## src/rtl/rw_lock_arbiter_core_assert.svh

```systemverilog
// Assertion macros used by the lock arbiter datapath.
// Each macro expects clk and rst_n in scope.
`ifndef RW_LOCK_ARBITER_CORE_ASSERT_SVH
`define RW_LOCK_ARBITER_CORE_ASSERT_SVH

// Condition holds at every clock edge out of reset.
`define RWL_ASSERT_ALWAYS(label, cond) \
    label: assert property (@(posedge clk) disable iff (!rst_n) (cond)) \
        else $error("rw lock check failed");

// Consequent holds in the same cycle as the antecedent.
`define RWL_ASSERT_IMPL(label, ante, cons) \
    label: assert property (@(posedge clk) disable iff (!rst_n) (ante) |-> (cons)) \
        else $error("rw lock check failed");

// Consequent holds in the cycle after the antecedent.
`define RWL_ASSERT_NEXT(label, ante, cons) \
    label: assert property (@(posedge clk) disable iff (!rst_n) (ante) |=> (cons)) \
        else $error("rw lock check failed");

`endif

```

## src/rtl/rwl_pkg.sv

```systemverilog
`timescale 1ns / 1ps

package rwl_pkg;

    localparam int QUEUE_DEPTH  = 16;
    localparam int MAX_WAITERS  = 16;
    localparam int TASK_ID_BITS = 8;

    localparam int TID_W   = TASK_ID_BITS;
    localparam int PTR_W   = (QUEUE_DEPTH > 1) ? $clog2(QUEUE_DEPTH) : 1;
    localparam int QCNT_W  = $clog2(QUEUE_DEPTH + 1);
    localparam int WCNT_W  = $clog2(MAX_WAITERS + 1);
    localparam int SUM_W   = ((QCNT_W > WCNT_W) ? QCNT_W : WCNT_W) + 1;
    localparam int HOLD_W  = 8;
    localparam int REL_W   = 6;
    localparam int RATIO_W = 4;
    localparam int MODE_W  = 3;
    localparam int KIND_W  = 3;
    localparam int ERR_W   = 3;

    localparam int HOLD_MAX     = 255;
    localparam int RELEASED_MAX = 63;
    localparam logic [RATIO_W-1:0] RATIO_RESET = RATIO_W'(3);

    localparam logic [MODE_W-1:0] MODE_QREAD   = 3'd0;
    localparam logic [MODE_W-1:0] MODE_QWRITE  = 3'd1;
    localparam logic [MODE_W-1:0] MODE_WREAD   = 3'd2;
    localparam logic [MODE_W-1:0] MODE_WWRITE  = 3'd3;
    localparam logic [MODE_W-1:0] MODE_RUNLOCK = 3'd4;
    localparam logic [MODE_W-1:0] MODE_WUNLOCK = 3'd5;

    localparam logic [KIND_W-1:0] KIND_GRANTED  = 3'd0;
    localparam logic [KIND_W-1:0] KIND_BLOCKED  = 3'd1;
    localparam logic [KIND_W-1:0] KIND_RELEASED = 3'd2;
    localparam logic [KIND_W-1:0] KIND_WRITER   = 3'd3;
    localparam logic [KIND_W-1:0] KIND_READERS  = 3'd4;
    localparam logic [KIND_W-1:0] KIND_UNLOCKED = 3'd5;
    localparam logic [KIND_W-1:0] KIND_ERROR    = 3'd6;

    localparam logic [ERR_W-1:0] ERR_NONE         = 3'd0;
    localparam logic [ERR_W-1:0] ERR_PREP_UNDER   = 3'd1;
    localparam logic [ERR_W-1:0] ERR_INCONSISTENT = 3'd2;
    localparam logic [ERR_W-1:0] ERR_READ_UNDER   = 3'd3;
    localparam logic [ERR_W-1:0] ERR_NOT_WLOCKED  = 3'd4;
    localparam logic [ERR_W-1:0] ERR_OVERFLOW     = 3'd5;

    // What the evaluated request turns into.
    typedef enum logic [1:0] {
        ACT_NONE   = 2'd0,
        ACT_SINGLE = 2'd1,
        ACT_UNLOCK = 2'd2,
        ACT_FLUSH  = 2'd3
    } act_t;

    typedef struct packed {
        logic load_req;
        logic commit;
        logic pop;
        logic woken;
        logic done;
    } rwl_cmd_t;

    typedef struct packed {
        logic slot_free;
        logic qr_zero;
        act_t act;
    } rwl_status_t;

endpackage

```

## src/rtl/rwl_ctrl.sv

```systemverilog
`timescale 1ns / 1ps

module rwl_ctrl
    import rwl_pkg::*;
(
    input  logic        clk,
    input  logic        rst_n,
    input  logic        in_valid,
    output logic        in_ready,
    input  rwl_status_t status,
    output rwl_cmd_t    cmd
);

    typedef enum logic [5:0] {
        S_IDLE  = 6'b000001,
        S_EVAL  = 6'b000010,
        S_FLUSH = 6'b000100,
        S_FETCH = 6'b001000,
        S_WOKEN = 6'b010000,
        S_DONE  = 6'b100000
    } state_t;

    state_t state_reg;
    state_t state_next;

    always_ff @(posedge clk or negedge rst_n)
    begin
        if (!rst_n)
        begin
            state_reg <= S_IDLE;
        end
        else
        begin
            state_reg <= state_next;
        end
    end

    always_comb
    begin
        state_next = state_reg;
        cmd        = '0;
        in_ready   = 1'b0;
        unique case (state_reg)
            S_IDLE:
            begin
                in_ready = 1'b1;
                if (in_valid)
                begin
                    cmd.load_req = 1'b1;
                    state_next   = S_EVAL;
                end
            end
            S_EVAL:
            begin
                if (status.slot_free)
                begin
                    cmd.commit = 1'b1;
                    unique case (status.act)
                        ACT_UNLOCK: state_next = S_DONE;
                        ACT_FLUSH:  state_next = S_FLUSH;
                        default:    state_next = S_IDLE;
                    endcase
                end
            end
            S_FLUSH:
            begin
                if (status.qr_zero)
                begin
                    state_next = S_WOKEN;
                end
                else if (status.slot_free)
                begin
                    cmd.pop    = 1'b1;
                    state_next = S_FETCH;
                end
            end
            S_FETCH:
            begin
                // wait for the new head entry to come out of the queue
                state_next = S_FLUSH;
            end
            S_WOKEN:
            begin
                if (status.slot_free)
                begin
                    cmd.woken  = 1'b1;
                    state_next = S_DONE;
                end
            end
            S_DONE:
            begin
                if (status.slot_free)
                begin
                    cmd.done   = 1'b1;
                    state_next = S_IDLE;
                end
            end
            default:
            begin
                state_next = S_IDLE;
            end
        endcase
    end

endmodule

```

## src/rtl/rwl_datapath.sv

```systemverilog
`timescale 1ns / 1ps

`include "rw_lock_arbiter_core_assert.svh"

module rwl_datapath
    import rwl_pkg::*;
(
    input  logic                clk,
    input  logic                rst_n,
    input  rwl_cmd_t            cmd,
    output rwl_status_t         status,
    input  logic [MODE_W-1:0]   mode,
    input  logic [TID_W-1:0]    task_id,
    input  logic                is_prepended,
    input  logic                cfg_write,
    input  logic [RATIO_W-1:0]  cfg_data,
    output logic                out_valid,
    input  logic                out_ready,
    output logic [KIND_W-1:0]   kind,
    output logic [TID_W-1:0]    task_id_out,
    output logic [WCNT_W-1:0]   woken_count,
    output logic [ERR_W-1:0]    error_code,
    output logic                last
);

    function automatic logic [PTR_W-1:0] ptr_inc(input logic [PTR_W-1:0] p);
        logic [PTR_W-1:0] r;
        if (p == PTR_W'(QUEUE_DEPTH - 1))
            r = '0;
        else
            r = p + PTR_W'(1);
        return r;
    endfunction

    function automatic logic [PTR_W-1:0] ptr_add(input logic [PTR_W-1:0] p,
                                                 input logic [PTR_W-1:0] n);
        logic [PTR_W:0] s;
        s = {1'b0, p} + {1'b0, n};
        if (s >= (PTR_W+1)'(QUEUE_DEPTH))
            s = s - (PTR_W+1)'(QUEUE_DEPTH);
        return s[PTR_W-1:0];
    endfunction

    // latched request
    logic [MODE_W-1:0] mode_reg;
    logic [TID_W-1:0]  tid_reg;
    logic              prep_reg;

    // lock state
    logic [RATIO_W-1:0] ratio_reg;
    logic               wh_reg, wh_next;
    logic [HOLD_W-1:0]  rh_reg, rh_next;
    logic [QCNT_W-1:0]  qr_reg, qr_next;
    logic [QCNT_W-1:0]  qw_reg, qw_next;
    logic [WCNT_W-1:0]  wrd_reg, wrd_next;
    logic [WCNT_W-1:0]  wwr_reg, wwr_next;
    logic [REL_W-1:0]   rel_reg, rel_next;
    logic [PTR_W-1:0]   rd_head_reg, rd_head_next;
    logic [PTR_W-1:0]   wr_head_reg, wr_head_next;

    logic [TID_W-1:0] reader_fifo [QUEUE_DEPTH];
    logic [TID_W-1:0] writer_fifo [QUEUE_DEPTH];
    logic [TID_W-1:0] rd_q_reg;
    logic [TID_W-1:0] wr_q_reg;

    // result register
    logic              out_valid_reg, out_valid_next;
    logic [KIND_W-1:0] kind_reg;
    logic [TID_W-1:0]  tid_out_reg;
    logic [WCNT_W-1:0] woken_reg;
    logic [ERR_W-1:0]  err_reg;
    logic              last_reg;

    // decision for the latched request
    act_t              dec_act;
    logic [ERR_W-1:0]  fault;
    logic              res_emit;
    logic [KIND_W-1:0] res_kind;
    logic [TID_W-1:0]  res_tid;
    logic              res_last;
    logic              do_hand;
    logic              push_rd, push_wr, pop_wr;
    logic              d_wh;
    logic [HOLD_W-1:0] d_rh;
    logic [QCNT_W-1:0] d_qr, d_qw;
    logic [WCNT_W-1:0] d_wrd, d_wwr;
    logic [REL_W-1:0]  d_rel;

    logic                     wr_pending, rd_pending;
    logic [SUM_W-1:0]         w_sum, r_sum;
    logic [RATIO_W+SUM_W-1:0] ratio_w;
    logic [REL_W:0]           rel_after_flush;
    logic                     flush_cond;
    logic                     commit_ok;
    logic                     out_load;
    logic                     slot_free;

    assign wr_pending = wh_reg || (qw_reg != '0) || (wwr_reg != '0);
    assign rd_pending = (qr_reg != '0) || (wrd_reg != '0) || (rel_reg != '0);
    assign w_sum      = SUM_W'(qw_reg) + SUM_W'(wwr_reg);
    assign r_sum      = SUM_W'(qr_reg) + SUM_W'(wrd_reg);
    assign ratio_w    = (RATIO_W+SUM_W)'(ratio_reg) * (RATIO_W+SUM_W)'(w_sum);
    assign rel_after_flush = (REL_W+1)'(rel_reg) + (REL_W+1)'(qr_reg);
    assign flush_cond = (r_sum != '0) &&
                        ((w_sum == '0) || ((RATIO_W+SUM_W)'(r_sum) > ratio_w));

    always_comb
    begin
        dec_act  = ACT_NONE;
        fault    = ERR_NONE;
        res_emit = 1'b0;
        res_kind = KIND_GRANTED;
        res_tid  = tid_reg;
        res_last = 1'b1;
        do_hand  = 1'b0;
        push_rd  = 1'b0;
        push_wr  = 1'b0;
        pop_wr   = 1'b0;
        d_wh     = wh_reg;
        d_rh     = rh_reg;
        d_qr     = qr_reg;
        d_qw     = qw_reg;
        d_wrd    = wrd_reg;
        d_wwr    = wwr_reg;
        d_rel    = rel_reg;
        unique case (mode_reg)
            MODE_QREAD:
            begin
                dec_act  = ACT_SINGLE;
                res_emit = 1'b1;
                if (prep_reg)
                begin
                    if (rel_reg == '0)
                        fault = ERR_PREP_UNDER;
                    else if (wh_reg || (rh_reg == '0))
                        fault = ERR_INCONSISTENT;
                    else
                        d_rel = rel_reg - REL_W'(1);
                end
                else if (wr_pending)
                begin
                    if (qr_reg >= QCNT_W'(QUEUE_DEPTH))
                        fault = ERR_OVERFLOW;
                    else
                    begin
                        push_rd  = 1'b1;
                        d_qr     = qr_reg + QCNT_W'(1);
                        res_kind = KIND_BLOCKED;
                    end
                end
                else if (rh_reg >= HOLD_W'(HOLD_MAX))
                    fault = ERR_OVERFLOW;
                else
                    d_rh = rh_reg + HOLD_W'(1);
            end
            MODE_QWRITE:
            begin
                dec_act  = ACT_SINGLE;
                res_emit = 1'b1;
                if (prep_reg)
                begin
                    if (rel_reg == '0)
                        fault = ERR_PREP_UNDER;
                    else if ((rh_reg != '0) || !wh_reg)
                        fault = ERR_INCONSISTENT;
                    else
                        d_rel = rel_reg - REL_W'(1);
                end
                else if (wr_pending || (rh_reg != '0))
                begin
                    if (qw_reg >= QCNT_W'(QUEUE_DEPTH))
                        fault = ERR_OVERFLOW;
                    else
                    begin
                        push_wr  = 1'b1;
                        d_qw     = qw_reg + QCNT_W'(1);
                        res_kind = KIND_BLOCKED;
                    end
                end
                else if (rd_pending)
                    fault = ERR_INCONSISTENT;
                else
                    d_wh = 1'b1;
            end
            MODE_WREAD:
            begin
                dec_act  = ACT_SINGLE;
                res_emit = 1'b1;
                if (wr_pending)
                begin
                    if (wrd_reg >= WCNT_W'(MAX_WAITERS))
                        fault = ERR_OVERFLOW;
                    else
                    begin
                        d_wrd    = wrd_reg + WCNT_W'(1);
                        res_kind = KIND_BLOCKED;
                    end
                end
                else if (rh_reg >= HOLD_W'(HOLD_MAX))
                    fault = ERR_OVERFLOW;
                else
                    d_rh = rh_reg + HOLD_W'(1);
            end
            MODE_WWRITE:
            begin
                dec_act  = ACT_SINGLE;
                res_emit = 1'b1;
                if (wr_pending || (rh_reg != '0))
                begin
                    if (wwr_reg >= WCNT_W'(MAX_WAITERS))
                        fault = ERR_OVERFLOW;
                    else
                    begin
                        d_wwr    = wwr_reg + WCNT_W'(1);
                        res_kind = KIND_BLOCKED;
                    end
                end
                else if (rd_pending)
                    fault = ERR_INCONSISTENT;
                else
                    d_wh = 1'b1;
            end
            MODE_RUNLOCK:
            begin
                dec_act = ACT_UNLOCK;
                if (rh_reg == '0)
                    fault = ERR_READ_UNDER;
                else if ((rh_reg == HOLD_W'(1)) && (qw_reg != '0) &&
                         ((rel_reg != '0) || wh_reg))
                    fault = ERR_INCONSISTENT;
                else
                begin
                    d_rh    = rh_reg - HOLD_W'(1);
                    do_hand = (rh_reg == HOLD_W'(1));
                end
            end
            MODE_WUNLOCK:
            begin
                if (!wh_reg)
                    fault = ERR_NOT_WLOCKED;
                else if (flush_cond)
                begin
                    // two bounded queues together stay under the hold limit
                    dec_act = ACT_FLUSH;
                    if (rel_after_flush > (REL_W+1)'(RELEASED_MAX))
                        fault = ERR_OVERFLOW;
                    else
                    begin
                        d_wh = 1'b0;
                        d_rh = HOLD_W'(r_sum);
                    end
                end
                else
                begin
                    dec_act = ACT_UNLOCK;
                    if ((qw_reg != '0) && (rel_reg != '0))
                        fault = ERR_INCONSISTENT;
                    else
                    begin
                        d_wh    = 1'b0;
                        do_hand = 1'b1;
                    end
                end
            end
            default:
            begin
                dec_act = ACT_NONE;
            end
        endcase

        // hand the freed lock to the head writer task, else to a waiting writer
        if (do_hand)
        begin
            if (qw_reg != '0)
            begin
                pop_wr   = 1'b1;
                d_qw     = qw_reg - QCNT_W'(1);
                d_wh     = 1'b1;
                d_rel    = rel_reg + REL_W'(1);
                res_emit = 1'b1;
                res_kind = KIND_RELEASED;
                res_tid  = wr_q_reg;
                res_last = 1'b0;
            end
            else if (wwr_reg != '0)
            begin
                d_wwr    = wwr_reg - WCNT_W'(1);
                d_wh     = 1'b1;
                res_emit = 1'b1;
                res_kind = KIND_WRITER;
                res_last = 1'b0;
            end
        end

        if (fault != ERR_NONE)
        begin
            dec_act  = ACT_SINGLE;
            res_emit = 1'b1;
            res_kind = KIND_ERROR;
            res_tid  = tid_reg;
            res_last = 1'b1;
        end
    end

    assign commit_ok = cmd.commit && (fault == ERR_NONE);
    assign slot_free = !out_valid_reg || out_ready;
    assign out_load  = (cmd.commit && res_emit) || cmd.pop || cmd.woken || cmd.done;

    always_comb
    begin
        wh_next      = wh_reg;
        rh_next      = rh_reg;
        qr_next      = qr_reg;
        qw_next      = qw_reg;
        wrd_next     = wrd_reg;
        wwr_next     = wwr_reg;
        rel_next     = rel_reg;
        rd_head_next = rd_head_reg;
        wr_head_next = wr_head_reg;
        if (commit_ok)
        begin
            wh_next  = d_wh;
            rh_next  = d_rh;
            qr_next  = d_qr;
            qw_next  = d_qw;
            wrd_next = d_wrd;
            wwr_next = d_wwr;
            rel_next = d_rel;
            if (pop_wr)
                wr_head_next = ptr_inc(wr_head_reg);
        end
        if (cmd.pop)
        begin
            qr_next      = qr_reg - QCNT_W'(1);
            rel_next     = rel_reg + REL_W'(1);
            rd_head_next = ptr_inc(rd_head_reg);
        end
        if (cmd.woken)
            wrd_next = '0;
    end

    always_comb
    begin
        out_valid_next = out_valid_reg;
        if (out_load)
            out_valid_next = 1'b1;
        else if (out_ready)
            out_valid_next = 1'b0;
    end

    always_ff @(posedge clk or negedge rst_n)
    begin
        if (!rst_n)
        begin
            ratio_reg     <= RATIO_RESET;
            wh_reg        <= 1'b0;
            rh_reg        <= '0;
            qr_reg        <= '0;
            qw_reg        <= '0;
            wrd_reg       <= '0;
            wwr_reg       <= '0;
            rel_reg       <= '0;
            rd_head_reg   <= '0;
            wr_head_reg   <= '0;
            out_valid_reg <= 1'b0;
        end
        else
        begin
            if (cfg_write)
                ratio_reg <= cfg_data;
            wh_reg        <= wh_next;
            rh_reg        <= rh_next;
            qr_reg        <= qr_next;
            qw_reg        <= qw_next;
            wrd_reg       <= wrd_next;
            wwr_reg       <= wwr_next;
            rel_reg       <= rel_next;
            rd_head_reg   <= rd_head_next;
            wr_head_reg   <= wr_head_next;
            out_valid_reg <= out_valid_next;
        end
    end

    always_ff @(posedge clk)
    begin
        if (cmd.load_req)
        begin
            mode_reg <= mode;
            tid_reg  <= task_id;
            prep_reg <= is_prepended;
        end
        if (out_load)
        begin
            priority if (cmd.commit)
            begin
                kind_reg    <= res_kind;
                tid_out_reg <= res_tid;
                woken_reg   <= '0;
                err_reg     <= fault;
                last_reg    <= res_last;
            end
            else if (cmd.pop)
            begin
                kind_reg    <= KIND_RELEASED;
                tid_out_reg <= rd_q_reg;
                woken_reg   <= '0;
                err_reg     <= ERR_NONE;
                last_reg    <= 1'b0;
            end
            else if (cmd.woken)
            begin
                kind_reg    <= KIND_READERS;
                tid_out_reg <= tid_reg;
                woken_reg   <= wrd_reg;
                err_reg     <= ERR_NONE;
                last_reg    <= 1'b0;
            end
            else
            begin
                kind_reg    <= KIND_UNLOCKED;
                tid_out_reg <= tid_reg;
                woken_reg   <= '0;
                err_reg     <= ERR_NONE;
                last_reg    <= 1'b1;
            end
        end
    end

    // task queues: write at the tail, registered read at the head
    always_ff @(posedge clk)
    begin
        if (commit_ok && push_rd)
            reader_fifo[ptr_add(rd_head_reg, qr_reg[PTR_W-1:0])] <= tid_reg;
        if (commit_ok && push_wr)
            writer_fifo[ptr_add(wr_head_reg, qw_reg[PTR_W-1:0])] <= tid_reg;
        rd_q_reg <= reader_fifo[rd_head_reg];
        wr_q_reg <= writer_fifo[wr_head_reg];
    end

    assign status.slot_free = slot_free;
    assign status.qr_zero   = (qr_reg == '0);
    assign status.act       = dec_act;

    assign out_valid   = out_valid_reg;
    assign kind        = kind_reg;
    assign task_id_out = tid_out_reg;
    assign woken_count = woken_reg;
    assign error_code  = err_reg;
    assign last        = last_reg;

    `RWL_ASSERT_ALWAYS(a_excl_hold, !(wh_reg && (rh_reg != '0)))
    `RWL_ASSERT_IMPL(a_load_free, out_load, slot_free)
    `RWL_ASSERT_IMPL(a_pop_nonempty, cmd.pop, qr_reg != '0)
    `RWL_ASSERT_NEXT(a_pop_advance, cmd.pop, rd_head_reg != $past(rd_head_reg))

endmodule

```

## src/rtl/rw_lock_arbiter_core.sv

```systemverilog
`timescale 1ns / 1ps

// Lock and wait requests: latched on accept, evaluated, result registered; the next may enter while it waits.
// Unlocks: optional hand-over result, then the done result.
// Reader flush: each queued reader, the woken count, then done.
// Faults and unknown modes end after evaluation. A full result register stalls.
// Reset (rst_n low, asynchronous): lock free, all counts and queues empty, ratio 3.
// Queue contents are not cleared; only entries that were written are ever read.

module rw_lock_arbiter_core
    import rwl_pkg::*;
(
    input  logic               clk,
    input  logic               rst_n,
    input  logic               in_valid,
    output logic               in_ready,
    input  logic [MODE_W-1:0]  mode,
    input  logic [TID_W-1:0]   task_id,
    input  logic               is_prepended,
    output logic               out_valid,
    input  logic               out_ready,
    output logic [KIND_W-1:0]  kind,
    output logic [TID_W-1:0]   task_id_out,
    output logic [WCNT_W-1:0]  woken_count,
    output logic [ERR_W-1:0]   error_code,
    output logic               last,
    input  logic               cfg_valid,
    output logic               cfg_ready,
    input  logic [RATIO_W-1:0] cfg_data
);

    rwl_cmd_t    cmd;
    rwl_status_t status;

    assign cfg_ready = 1'b1;

    rwl_ctrl u_ctrl (
        .clk      (clk),
        .rst_n    (rst_n),
        .in_valid (in_valid),
        .in_ready (in_ready),
        .status   (status),
        .cmd      (cmd)
    );

    rwl_datapath u_datapath (
        .clk          (clk),
        .rst_n        (rst_n),
        .cmd          (cmd),
        .status       (status),
        .mode         (mode),
        .task_id      (task_id),
        .is_prepended (is_prepended),
        .cfg_write    (cfg_valid && cfg_ready),
        .cfg_data     (cfg_data),
        .out_valid    (out_valid),
        .out_ready    (out_ready),
        .kind         (kind),
        .task_id_out  (task_id_out),
        .woken_count  (woken_count),
        .error_code   (error_code),
        .last         (last)
    );

endmodule

```

## config.mk

```make
export PLATFORM = sky130hd
export DESIGN_NAME = rw_lock_arbiter_core
export DESIGN_NICKNAME = d
export VERILOG_FILES = /design/src/rtl/rwl_pkg.sv /design/src/rtl/rwl_ctrl.sv /design/src/rtl/rwl_datapath.sv /design/src/rtl/rw_lock_arbiter_core.sv
export VERILOG_INCLUDE_DIRS = /design/src /design/src/rtl
export SDC_FILE = /design/constraint.sdc
export NUM_CORES = 1
export LEC_CHECK = 0
export ABC_AREA = 1
export BUFFER_PORTS_ARGS = -buffer_cell sky130_fd_sc_hd__clkbuf_2
export CELL_PAD_IN_SITES_DETAIL_PLACEMENT = 1
export CELL_PAD_IN_SITES_GLOBAL_PLACEMENT = 1
export CORE_MARGIN = 8
export CORE_UTILIZATION = 45
export DETAILED_ROUTE_END_ITERATION = 7
export PLACE_DENSITY_LB_ADDON = 0.1
export SETUP_SLACK_MARGIN = 0.15
export SYNTH_ARGS = -nofsm -noshare
export SYNTH_HDL_FRONTEND = slang
export SYNTH_HIERARCHICAL = 1
export SYNTH_SLANG_ARGS = --single-unit
export TNS_END_PERCENT = 30
```

## constraint.sdc

```tcl
create_clock -name clk -period 5.9 [get_ports clk]
set_input_delay 1.18 -clock clk [delete_from_list [all_inputs] [get_ports clk]]
set_output_delay 1.18 -clock clk [all_outputs]
set_load 0.02 [all_outputs]
```

Yosys cells after proc, flatten, opt, wreduce, memory -nomap -nowiden
Memories as Yosys holds them, arrays and structs flattened. A register that Yosys moved wholly into a read port is not among the register bits.
Cells that the tools add are included.
{ "totals": {"ff_bits": 86, "ramBits": 256, "input_bits": 21, "memories": 2, "output_inout_bits": 23} }
{ "op_classes": {"mul": 1, "n_reduce_logical": 52, "order_cmp": 9, "eq_ne": 30, "n_addsub": 20, "n_mux": 161, "bitwise": 1} }
{ "memory_table": {"columns": ["memory", "depth", "width", "rd", "rd_clocked_by_memory_dff", "write_ports", "line_no", "source"], "rows": [
  ["u_datapath.reader_fifo", 16, 8, 1, 1, 1, "rwl_datapath.sv:61", "logic [TID_W-1:0] reader_fifo [QUEUE_DEPTH];"],
  ["u_datapath.writer_fifo", 16, 8, 1, 1, 1, "rwl_datapath.sv:62", "logic [TID_W-1:0] writer_fifo [QUEUE_DEPTH];"]
]} }
{ "ops": {"columns": ["cell", "n"], "rows": [
  ["2-to-1 mux 5 bit", 23],
  ["2-to-1 mux 8 bit", 13],
  ["2-to-1 mux 6 bit", 16],
  ["2-to-1 mux 3 bit", 29],
  ["2-to-1 mux 1 bit", 58],
  ["one-hot mux 6 bit (6 select lines)", 1],
  ["one-hot mux 8 bit (4 select lines)", 1],
  ["greater-or-equal comparator 5 bit (second input constant)", 6],
  ["2-to-1 mux 4 bit", 6],
  ["one-hot mux 6 bit (2 select lines)", 2],
  ["adder 5 x 1 -> 5 bit (second input constant)", 4],
  ["nonzero test 5 bit", 4],
  ["one-hot mux 3 bit (6 select lines)", 1],
  ["!= test 2 x 1 -> 1 bit (second input constant)", 8],
  ["subtractor 5 x 1 -> 5 bit (second input constant)", 3],
  ["2-to-1 mux 2 bit", 7],
  ["nonzero test 2 bit", 7],
  ["logical OR 1 bit", 13],
  ["adder 5 x 5 -> 6 bit", 2],
  ["zero test 6 bit", 2],
  ["one-hot mux 3 bit (4 select lines)", 1],
  ["nonzero test 6 bit", 2],
  ["adder 4 x 4 -> 5 bit", 2],
  ["greater-than comparator 6 x 10 -> 1 bit", 1],
  ["42 further kinds", 62]
]} }

Longest topological paths before layout
Gate-level depths: netlist (run 1).
{ "depth": {"depth_word": 15, "mapped_depth": 36} }

By module
The synthesis (run 1) kept the hierarchy.
{ "modules_own_cells": {"columns": ["module", "n_inst", "area_each_um2", "cells_each"], "rows": [
  ["rwl_datapath", 1, 17087.6, 1661],
  ["rwl_ctrl", 1, 439.2, 62],
  ["rw_lock_arbiter_core", 1, 11.3, 2]
]} }

Worst setup path before layout (run 1)
No wires, ideal clock.
{ "synth_timing": {"kind": "register to register", "start": "register u_datapath.qw_reg[0]", "end": "memory u_datapath/reader_fifo[0][0] (netlist bit) (enable)", "required_ps": 5530, "setup_time_ps": 370, "arrival_time_ps": 5279, "path_stages_with_launch": 30, "setup_slack_ps": 251, "path_cell_list": "dfrtp_1 > ha_1 > fa_1 > xnor2_1 > or2_2 > fa_1 > inv_1 > fa_1 > ha_1 > nand2_1 > nand2_1 > nand2_1 > xor2_1 > ha_1 > nand2_1 > nor2_1 > o21ai_0 > nand3_1 > nand2_1 > nor2_1 > nand2_1 > nand2_1 > nand2_1 > nand3_1 > nand2_1 > nor2_4 > nand3_4 > nor2_2 > nand3_1 > nor2_1"} }
{ "synth_via": {"elab_chain_cells": 13} }
{ "synth_rtl": {"columns": ["item", "line_no", "source"], "rows": [
  ["start: declaration", "rwl_datapath.sv:54", "logic [QCNT_W-1:0] qw_reg, qw_next;"],
  ["start signal: assignment", "rwl_datapath.sv:374", "qw_reg <= qw_next;"],
  ["adder 5 x 5 -> 6 bit", "rwl_datapath.sv:100", "assign w_sum = SUM_W'(qw_reg) + SUM_W'(wwr_reg);"],
  ["multiplier 4 x 6 -> 10 bit", "rwl_datapath.sv:102", "assign ratio_w = (RATIO_W+SUM_W)'(ratio_reg) * (RATIO_W+SUM_W)'(w_sum);"],
  ["greater-than comparator 6 x 10 -> 1 bit", "rwl_datapath.sv:105", "((w_sum == '0) || ((RATIO_W+SUM_W)'(r_sum) > ratio_w));"],
  ["logical OR 1 bit", "rwl_datapath.sv:105", null],
  ["logical AND 1 bit", "rwl_datapath.sv:104", "assign flush_cond = (r_sum != '0) &&"],
  ["2-to-1 mux 3 bit", "rwl_datapath.sv:241", "else if (flush_cond)"],
  ["2-to-1 mux 3 bit", "rwl_datapath.sv:239", "if (!wh_reg)"],
  ["one-hot mux 3 bit (6 select lines)", "rwl_datapath.sv:126", "unique case (mode_reg)"],
  ["zero test 3 bit", "rwl_datapath.sv:305", "assign commit_ok = cmd.commit && (fault == ERR_NONE);"],
  ["logical AND 1 bit", "rwl_datapath.sv:305", null],
  ["logical AND 1 bit *", "rwl_datapath.sv:432", "if (commit_ok && push_rd)"],
  ["2-to-1 mux 1 bit *", "rwl_datapath.sv:432", null],
  ["2-to-1 mux 1 bit (not written as such) *", "rwl_datapath.sv:433", "reader_fifo[ptr_add(rd_head_reg, qr_reg[PTR_W-1:0])] <= tid_reg;"],
  ["end: declaration", "rwl_datapath.sv:61", null]
]} }
Every way passes the cells marked *; elsewhere a longest branch is shown, timed or not.

Final worst setup path (run 1)
{ "layout_timing": {"start": "register u_datapath.qw_reg[0]", "end": "memory u_datapath/writer_fifo[2][3] (netlist bit) (enable)"} }
{ "layout_via": {"elab_chain_cells": 13} }
{ "layout_rtl": {"columns": ["item", "line_no", "source"], "rows": [
  ["adder 5 x 5 -> 6 bit", "rwl_datapath.sv:100", null],
  ["multiplier 4 x 6 -> 10 bit", "rwl_datapath.sv:102", null],
  ["greater-than comparator 6 x 10 -> 1 bit", "rwl_datapath.sv:105", null],
  ["logical OR 1 bit", "rwl_datapath.sv:105", null],
  ["logical AND 1 bit", "rwl_datapath.sv:104", null],
  ["2-to-1 mux 3 bit", "rwl_datapath.sv:241", null],
  ["2-to-1 mux 3 bit", "rwl_datapath.sv:239", null],
  ["one-hot mux 3 bit (6 select lines)", "rwl_datapath.sv:126", null],
  ["zero test 3 bit", "rwl_datapath.sv:305", null],
  ["logical AND 1 bit", "rwl_datapath.sv:305", null],
  ["logical AND 1 bit", "rwl_datapath.sv:434", "if (commit_ok && push_wr)"],
  ["2-to-1 mux 1 bit", "rwl_datapath.sv:434", null],
  ["2-to-1 mux 1 bit (not written as such)", "rwl_datapath.sv:435", "writer_fifo[ptr_add(wr_head_reg, qw_reg[PTR_W-1:0])] <= tid_reg;"],
  ["end: declaration", "rwl_datapath.sv:62", null]
]} }
Several ways; a longest one is shown, not always the timed one. The select of a mux whose other input is x is not followed.

==> results of run 1 <==
-- worst paths after layout --
check / startpoint / end / slack [ps] / cells after the start
worst max register to register: u_datapath/qw_reg[0] / u_datapath/writer_fifo[2][3] / 130 / 31
worst max-delay path: u_datapath/qw_reg[0] / u_datapath/writer_fifo[2][3] / 130 / 31
worst min register to register: u_datapath/wr_q_reg[5] / u_datapath/task_id_out[5] / 540 / 2
worst min-delay path: u_datapath/wr_q_reg[5] / u_datapath/task_id_out[5] / 540 / 2
min in group asynchronous: rst_n / u_ctrl/state_reg[5] / 770 / 2
max in group asynchronous: rst_n / u_datapath/rd_head_reg[0] / 4580 / 2
-- kinds of logic (layout without fill, tap and decap cells) --
group	after synthesis	in the layout
simple gates	631	631
fa+ha+maj	70	70
xor+xnor	36	36
flops	358	358
buf+inv	216	357
other cells	1	1
compound gates	413	413
-- cell usage after synthesis, drive strengths merged --
cell type | n | area, um^2
a21boi | 3 | 22.5
a21oi | 83 | 427
a221oi | 2 | 17.5
a22oi | 11 | 82.6
a31oi | 4 | 25.0
buf | 12 | 78.8
clkbuf | 52 | 195
clkinv | 4 | 15.0
conb | 1 | 3.75
dfrtp | 51 | 1280
dfstp | 3 | 78.8
dfxtp | 16 | 320
edfxtp | 288 | 8650
fa | 14 | 280
ha | 56 | 701
inv | 148 | 558
nand2 | 235 | 892
nand3 | 100 | 543
nand3b | 3 | 22.5
nand4 | 19 | 140
nor2 | 258 | 1050
nor3 | 13 | 70.1
nor4 | 2 | 12.5
o211ai | 5 | 42.5
o21a | 2 | 15.0
o21ai | 224 | 1150
o21bai | 2 | 15.0
o221ai | 16 | 140
o22ai | 59 | 369
o31ai | 1 | 7.51
o32ai | 1 | 8.76
or2 | 1 | 6.26
xnor2 | 13 | 121
xor2 | 23 | 201
-- routing by layer --
| metal | global-route usage | up-vias | wire, um |
|---|---|---|---|
| met2 | 0.388 | 325 | 25200 |
| li1 | - | 6280 | - |
| met1 | 0.297 | 6632 | 22500 |
| met4 | 0.0785 | 0 | 1540 |
| met3 | 0.0386 | 91 | 2550 |
| met5 | 0 | - | 0 |
-- layout make-up --
type                    count  area share
well taps                 518      0.0315
flip-flops and latches    358       0.503
multi-input cells        1151       0.326
clock inverters            18     0.00780
repair buffers            131      0.0478
inverters                 152      0.0279
clock buffers              56      0.0566
-- worst max-delay path, delay by kind of cell, from the launching register on --
family	cells	cell delay [ps]
xor+xnor	2	300
fa+ha+maj	6	2230
buf+inv	3	350
simple gates	20	2190
flops	1	380
-- what timing repair did --
item                                    CTS  global route
endpoints found under the setup margin  276           326
pin swaps                                17            26
hold buffers                              0             0
cloned                                    0             0
gates resized for setup                  24            75
buffers inserted                          6             4
-- stage by stage --
step	hold slack [ps]	util	setup slack (ps)	instance area [um^2]	total power, mW
floorplan	500	-	251	17500	5.69
global placement	532	0.486	-21.6	18700	6.86
detailed placement	538	0.486	-140	18700	6.98
CTS	542	0.524	156	20200	9.69
global route	563	0.533	-173	20500	10.6
finish	538	0.533	131	20500	9.94
-- placed cells by master (no fill, tap or decap), types with 4 or more instances in the layout --
master	instances
sky130_fd_sc_hd__o211ai_1	4
sky130_fd_sc_hd__a22oi_1	11
sky130_fd_sc_hd__nand3_4	7
sky130_fd_sc_hd__edfxtp_1	288
sky130_fd_sc_hd__xnor2_1	11
sky130_fd_sc_hd__dfrtp_1	50
sky130_fd_sc_hd__fa_1	13
sky130_fd_sc_hd__buf_6	19
sky130_fd_sc_hd__clkinv_2	6
sky130_fd_sc_hd__o21ai_0	205
sky130_fd_sc_hd__clkbuf_8	6
sky130_fd_sc_hd__nand4_1	17
sky130_fd_sc_hd__clkbuf_1	8
sky130_fd_sc_hd__nor2_1	218
sky130_fd_sc_hd__o221ai_1	16
sky130_fd_sc_hd__nor3_1	11
sky130_fd_sc_hd__o21ai_2	9
sky130_fd_sc_hd__o22ai_1	59
sky130_fd_sc_hd__inv_1	131
sky130_fd_sc_hd__clkinv_1	7
sky130_fd_sc_hd__clkbuf_16	42
sky130_fd_sc_hd__inv_2	15
sky130_fd_sc_hd__a21oi_2	4
sky130_fd_sc_hd__ha_1	52
sky130_fd_sc_hd__nand2_1	220
sky130_fd_sc_hd__clkbuf_2	42
sky130_fd_sc_hd__a31oi_1	4
sky130_fd_sc_hd__nor2_4	17
sky130_fd_sc_hd__o21ai_1	10
sky130_fd_sc_hd__xor2_1	23
sky130_fd_sc_hd__buf_4	67
sky130_fd_sc_hd__nand3_2	7
sky130_fd_sc_hd__nand2_2	12
sky130_fd_sc_hd__nor2_2	23
sky130_fd_sc_hd__nand3_1	86
sky130_fd_sc_hd__dfxtp_1	16
sky130_fd_sc_hd__a21oi_1	78
-- where the power goes --
part | switching (mW) | internal [mW] | leakage (nW) | total, mW
combinational | 2.71 | 1.50 | 3.97 | 4.21
sequential | 0.215 | 3.01 | 3.43 | 3.23
clock | 1.06 | 1.44 | 0.650 | 2.50
total | 3.98 | 5.96 | 8.05 | 9.94
==> implementation parameters, run 1 <==
Parameter                              Value

Cells and area
  Footprint of the multi-input gates ... 6690 um^2
  Share of post-route cells with drive strength above 1 ... 0.167
  Count of nets after finishing ... between 1,500 and 2,000
  Fin cells ... 2,384
  Number of fill cells ... 4,252
  Layout-stage area growth over the synthesis result ... 17.1%
  Flip-flop and latch area ... just over 10,000 um^2
  N_diodes ... 0

Timing
  Tmin final ... 5770 ps
  Post-Route Skew ... about 32 ps
  Transition time of the tightest slew-check pin ... about 1200 ps
  Final hold violation count ... 0
  RSZ-0062 raised after global routing ... yes
  Count of endpoints failing setup in the final report ... 0
  Final cycle utilization of the critical path ... 0.978
  Achievable clock frequency ... approximately 170 MHz
  Final slew viol count ... 0
  Relative slew slack ... 0.219
  Final setup TNS ... 0 ps

Drt
  Post-Route WL ... 51,800 um
  Antenna violation net count after detailed routing ... 0
  Vias per std cell ... around 5.6
  Detailed-routing iteration count for the pre-antenna-repair pass ... 6
  DRC errors left ... 0
  Routed length per instance ... between 20 and 25 um
  DR vias ... between 10,000 and 15,000
  Number of DRC violations after detailed-routing iteration 0 ... ~890

Clock network
  Sink Count ... roughly 360
  Clock insertion delay at the later pin of the skew report ... between 500 and 600 ps
  Clock Root Buffer ... sky130_fd_sc_hd__clkbuf_16
  CTS H-tree lvls ... 2
  Reg clk slew, reported paths ... 70 ps
  Worst-case clock buffer depth ... 3
  Number of buffers created by CTS ... 40
  TritonCTS clock tree ... yes

Worst setup path
  Critical path capture point type ... flop
  Most frequent CP cell ... sky130_fd_sc_hd__nand2_1
  Worst-path cell with the longest stage delay ... sky130_fd_sc_hd__fa_1
  Kind of start point of the critical path ... flop
  Worst-path fanout max ... 8
  Required time reported for the critical path endpoint ... approximately 6200 ps
  Data arrival time at the worst-slack endpoint ... between 6000 and 7000 ps
  Setup Crit Path Kind ... flop to flop
  Max incr delay on CP ... between 500 and 600 ps

Logic synthesis
  Flip-flop and latch count after synthesis ... between 300 and 400
  Post-synthesis cell type count ... 52
  Dominant combinational cell family by area after synthesis ... simple AND/OR/NAND/NOR gates
  Total of warnings raised by yosys ... 6
  Area fraction in compound gates after synthesis ... 0.132
  Share of synthesized area occupied by flip-flops and latches ... 0.589
  Avg Cell Area, Syn ... slightly above 10 um^2
  Adder-cell share of the synthesized area ... 0.0559
  Fraction of synthesized cell area in xor and xnor cells ... 0.0184
  Synthesized area ... 17,500 um^2
  Proportion of synthesized area in mux cells ... 0
  Synthesized net count ... around 1,800
  Cell count after synthesis ... about 1,700
  Fraction of the mapped netlist area in simple logic gates ... 0.156

Place
  HPWL after detailed placement ... 35,100 um
  Global placer's final weighted congestion ... ~0.86
  # port buffers ... 42
  Number of instances in the placed design ... 2,300

Global routing
  Total global routing track utilization ... 0.229
  First-pass GRT wire length ... about 80,000 um
  Largest net degree at the start of global routing ... 69
  Number of global-route vias before repair ... 13,928
  Initial antenna violation count ... 0
  Global-route congestion overflow total ... 0

Job
  Max Cap Viol ... 0

Hold path
  Class of the tightest hold or removal check ... flop to flop

Run status
  Result of the run ... finished clean

Power
  LEAKAGE ... 8.05 nW
  Worst IR drop on VDD ... slightly above 0.3 mV
  Cell area power density ... between 400 and 500 nW/um^2

Floorplan
  I/O pin cnt ... 44
  Die boundary width ... around 210 um
  Starting density of the core ... 0.455
  Standard-cell row count ... ~70
  Area of the die ... around 46,000 um^2
  Area of the placeable core ... 38,600 um^2
  Die Y-Extent ... approximately 210 um
(Power assumes the default switching activity.)
==> inputs of run 2 (changes only) <==
--- a/config.mk
+++ b/config.mk
@@ -11,7 +11,8 @@
 export CELL_PAD_IN_SITES_DETAIL_PLACEMENT = 1
 export CELL_PAD_IN_SITES_GLOBAL_PLACEMENT = 1
 export CORE_MARGIN = 8
-export CORE_UTILIZATION = 45
+export CORE_UTILIZATION = 46
+export CTS_CLUSTER_SIZE = 10
 export DETAILED_ROUTE_END_ITERATION = 7
 export PLACE_DENSITY_LB_ADDON = 0.1
 export SETUP_SLACK_MARGIN = 0.15
==> constraint.sdc (replaced) <==
create_clock -name clk -period 6.4 [get_ports clk]
set_input_delay 1.28 -clock clk [delete_from_list [all_inputs] [get_ports clk]]
set_output_delay 1.28 -clock clk [all_outputs]
set_load 0.02 [all_outputs]
==> implementation parameters, run 2 (synthesis results as in run 1) <==
Parameter                              Value

Power
  Cell area power density ... 438 nW/um^2 (was 484 nW/um^2)
  LEAKAGE ... 7.88 nW (was 8.05 nW)
  Worst IR drop on VDD ... 0.249 mV (was 0.312 mV)

Drt
  Routed length per instance ... 21.7 um (about the same)
  Number of DRC violations after detailed-routing iteration 0 ... 1,127 (was 894)
  Vias per std cell ... 5.69 (was 5.59)
  DR vias ... 13,440 (was 13,328)
  Detailed-routing iteration count for the pre-antenna-repair pass ... 5 (was 6)
  Post-Route WL ... 51,300 um (was 51,800 um)
  Antenna violation net count after detailed routing ... 0 (unchanged)
  DRC errors left ... 0 (unchanged)

Job
  Max Cap Viol ... 0 (unchanged)

Place
  Number of instances in the placed design ... 2,272 (was 2,300)
  Global placer's final weighted congestion ... 0.895 (was 0.861)
  # port buffers ... 42 (unchanged)
  HPWL after detailed placement ... 34,400 um (was 35,100 um)
  Post-DP Area ... 18,600 um^2 (was 18,700 um^2)

Cells and area
  Util after Layout ... 0.537 (was 0.533)
  Fin cells ... 2,364 (was 2,384)
  Layout-stage area growth over the synthesis result ... 15.1% (was 17.1%)
  Number of fill cells ... 4,123 (was 4,252)
  Share of post-route cells with drive strength above 1 ... 0.146 (was 0.167)
  Count of nets after finishing ... 1,908 (was 1,925)
  N_diodes ... 0 (unchanged)
  Final instance area ... 20,200 um^2 (was 20,500 um^2)
  Most common cell after layout, fill and taps aside ... sky130_fd_sc_hd__edfxtp_1 (unchanged)
  Commonest cells after routing, fill and taps aside ... sky130_fd_sc_hd__edfxtp_1, sky130_fd_sc_hd__nand2_1, sky130_fd_sc_hd__nor2_1, sky130_fd_sc_hd__o21ai_0, sky130_fd_sc_hd__inv_1 (unchanged)

Timing
  Hold Slack ... 544 ps (was 538 ps)
  Final cycle utilization of the critical path ... 0.947 (was 0.978)
  Final slew viol count ... 0 (unchanged)
  Final hold violation count ... 0 (unchanged)
  RSZ-0062 raised after global routing ... no (was yes)
  Final setup TNS ... 0 ps (unchanged)
  Count of endpoints failing setup in the final report ... 0 (unchanged)
  Transition time of the tightest slew-check pin ... 1150 ps (was 1170 ps)
  Post-Route Skew ... 12.1 ps (was 31.9 ps)
  Relative slew slack ... 0.230 (was 0.219)
  Tmin final ... 6060 ps (was 5770 ps)
  Achievable clock frequency ... 165 MHz (was 173 MHz)

Worst setup path
  Reg-to-reg startpoint ... u_datapath/wwr_reg[0] (was u_datapath/qw_reg[0])
  Worst-path fanout max ... 8 (unchanged)
  Worst-case register-to-register setup slack ... 340 ps (was 130 ps)
  Source of the critical timing path ... u_datapath/wwr_reg[0] (was u_datapath/qw_reg[0])
  Kind of start point of the critical path ... flop (unchanged)
  Data arrival time at the worst-slack endpoint ... 6330 ps (was 6030 ps)
  Setup Crit Path Kind ... flop to flop (unchanged)
  Max incr delay on CP ... 560 ps (was 530 ps)
  Required time reported for the critical path endpoint ... 6670 ps (was 6160 ps)
  Worst-path cell with the longest stage delay ... sky130_fd_sc_hd__fa_2 (was sky130_fd_sc_hd__fa_1)
  Critical path capture point type ... flop (unchanged)

Global routing
  Initial antenna violation count ... 1 (was 0)
  First-pass GRT wire length ... 79,600 um (was 80,000 um)
  Largest net degree at the start of global routing ... 69 (unchanged)
  Total global routing track utilization ... 0.230 (was 0.229)
  Number of global-route vias before repair ... 13,856 (was 13,928)
  Global-route congestion overflow total ... 0 (unchanged)

Floorplan
  Area of the placeable core ... 37,600 um^2 (was 38,600 um^2)
  Starting density of the core ... 0.467 (was 0.455)
  I/O pin cnt ... 44 (unchanged)
  Area of the die ... 44,600 um^2 (was 45,500 um^2)
  Standard-cell row count ... 71 (was 72)
  Die Y-Extent ... 211 um (was 213 um)
  Die boundary width ... 211 um (was 213 um)

Clock network
  CTS H-tree lvls ... 2 (unchanged)
  Worst-case clock buffer depth ... 3 (unchanged)
  Clock Root Buffer ... sky130_fd_sc_hd__clkbuf_16 (unchanged)
  TritonCTS clock tree ... yes (unchanged)
  Sink Count ... 358 (unchanged)
  Clock insertion delay at the later pin of the skew report ... 570 ps (was 580 ps)
  Number of buffers created by CTS ... 44 (was 40)
  Reg clk slew, reported paths ... 50 ps (was 70 ps)

Hold path
  Startpoint of the most critical hold path ... u_datapath/rd_q_reg[1] (was u_datapath/wr_q_reg[5])
  Class of the tightest hold or removal check ... flop to flop (unchanged)

Run status
  Result of the run ... finished clean (unchanged)
-- run 2: power breakdown --
part	switching (mW)	leakage, nW	total [mW]	internal, mW
combinational	2.37	3.82	3.55	1.17
clock	0.957	0.637	2.31	1.36
sequential	0.200	3.42	2.98	2.78
-- run 2: final cells by class --
class / count / area, um^2 / share of cell area
inverter: 152 / 573 / 0.0284
clock buffer: 74 / 1230 / 0.0611
sequential: 358 / 10300 / 0.512
clock inverter: 8 / 96.3 / 0.00477
timing repair buffer: 110 / 747 / 0.0370
tap: 511 / 639 / 0.0317
multi-input combinational: 1151 / 6570 / 0.326
-- run 2: metrics by stage --
step / setup slack, ps / power (mW)
after floorplan: 751 / 5.24
after global placement: 233 / 6.15
after detailed placement: -1.86 / 6.26
after CTS: 183 / 8.64
after global routing: 73.3 / 9.41
final: 342 / 8.84
-- run 2: path summary, 6_finish.rpt --
| check | end | cells after the start |
|---|---|---|
| worst max register to register | u_datapath/writer_fifo[1][3] | 28 |
| worst min-delay path | u_datapath/task_id_out[1] | 2 |
| min in group asynchronous | u_datapath/wrd_reg[4] | 2 |
| worst min register to register | u_datapath/task_id_out[1] | 2 |
| worst max-delay path | u_datapath/writer_fifo[1][3] | 28 |
| max in group asynchronous | u_datapath/wwr_reg[0] | 2 |
-- run 2: metal layers --
| layer | up-vias | share of wire | global-route usage |
|---|---|---|---|
| li1 | 6254 | - | - |
| met1 | 6685 | 0.43 | 0.302 |
| met2 | 389 | 0.48 | 0.383 |
| met3 | 110 | 0.054 | 0.0368 |
| met4 | 2 | 0.032 | 0.0801 |
| met5 | - | 0.00023 | 0 |
-- run 2: timing repair --
action                                 4_1_cts  5_1_grt
gates cloned                                 0        0
endpoints found under the hold margin        0        0
setup buffers                                2        8
pin swaps                                    1       14
resized for setup                            7       51
setup endpoints to repair                  256      315
hold buffers                                 0        0
-- run 2: worst max-delay path, delay by kind of cell (launching register included) --
family / cells / cell delay, ps
adders and majority gates: 6 / 2440
and+or+nand+nor: 16 / 2170
buffers and inverters: 4 / 450
DFF: 1 / 420
xor gates and xnor gates: 1 / 170
AOI/OAI and AO/OA: 1 / 100
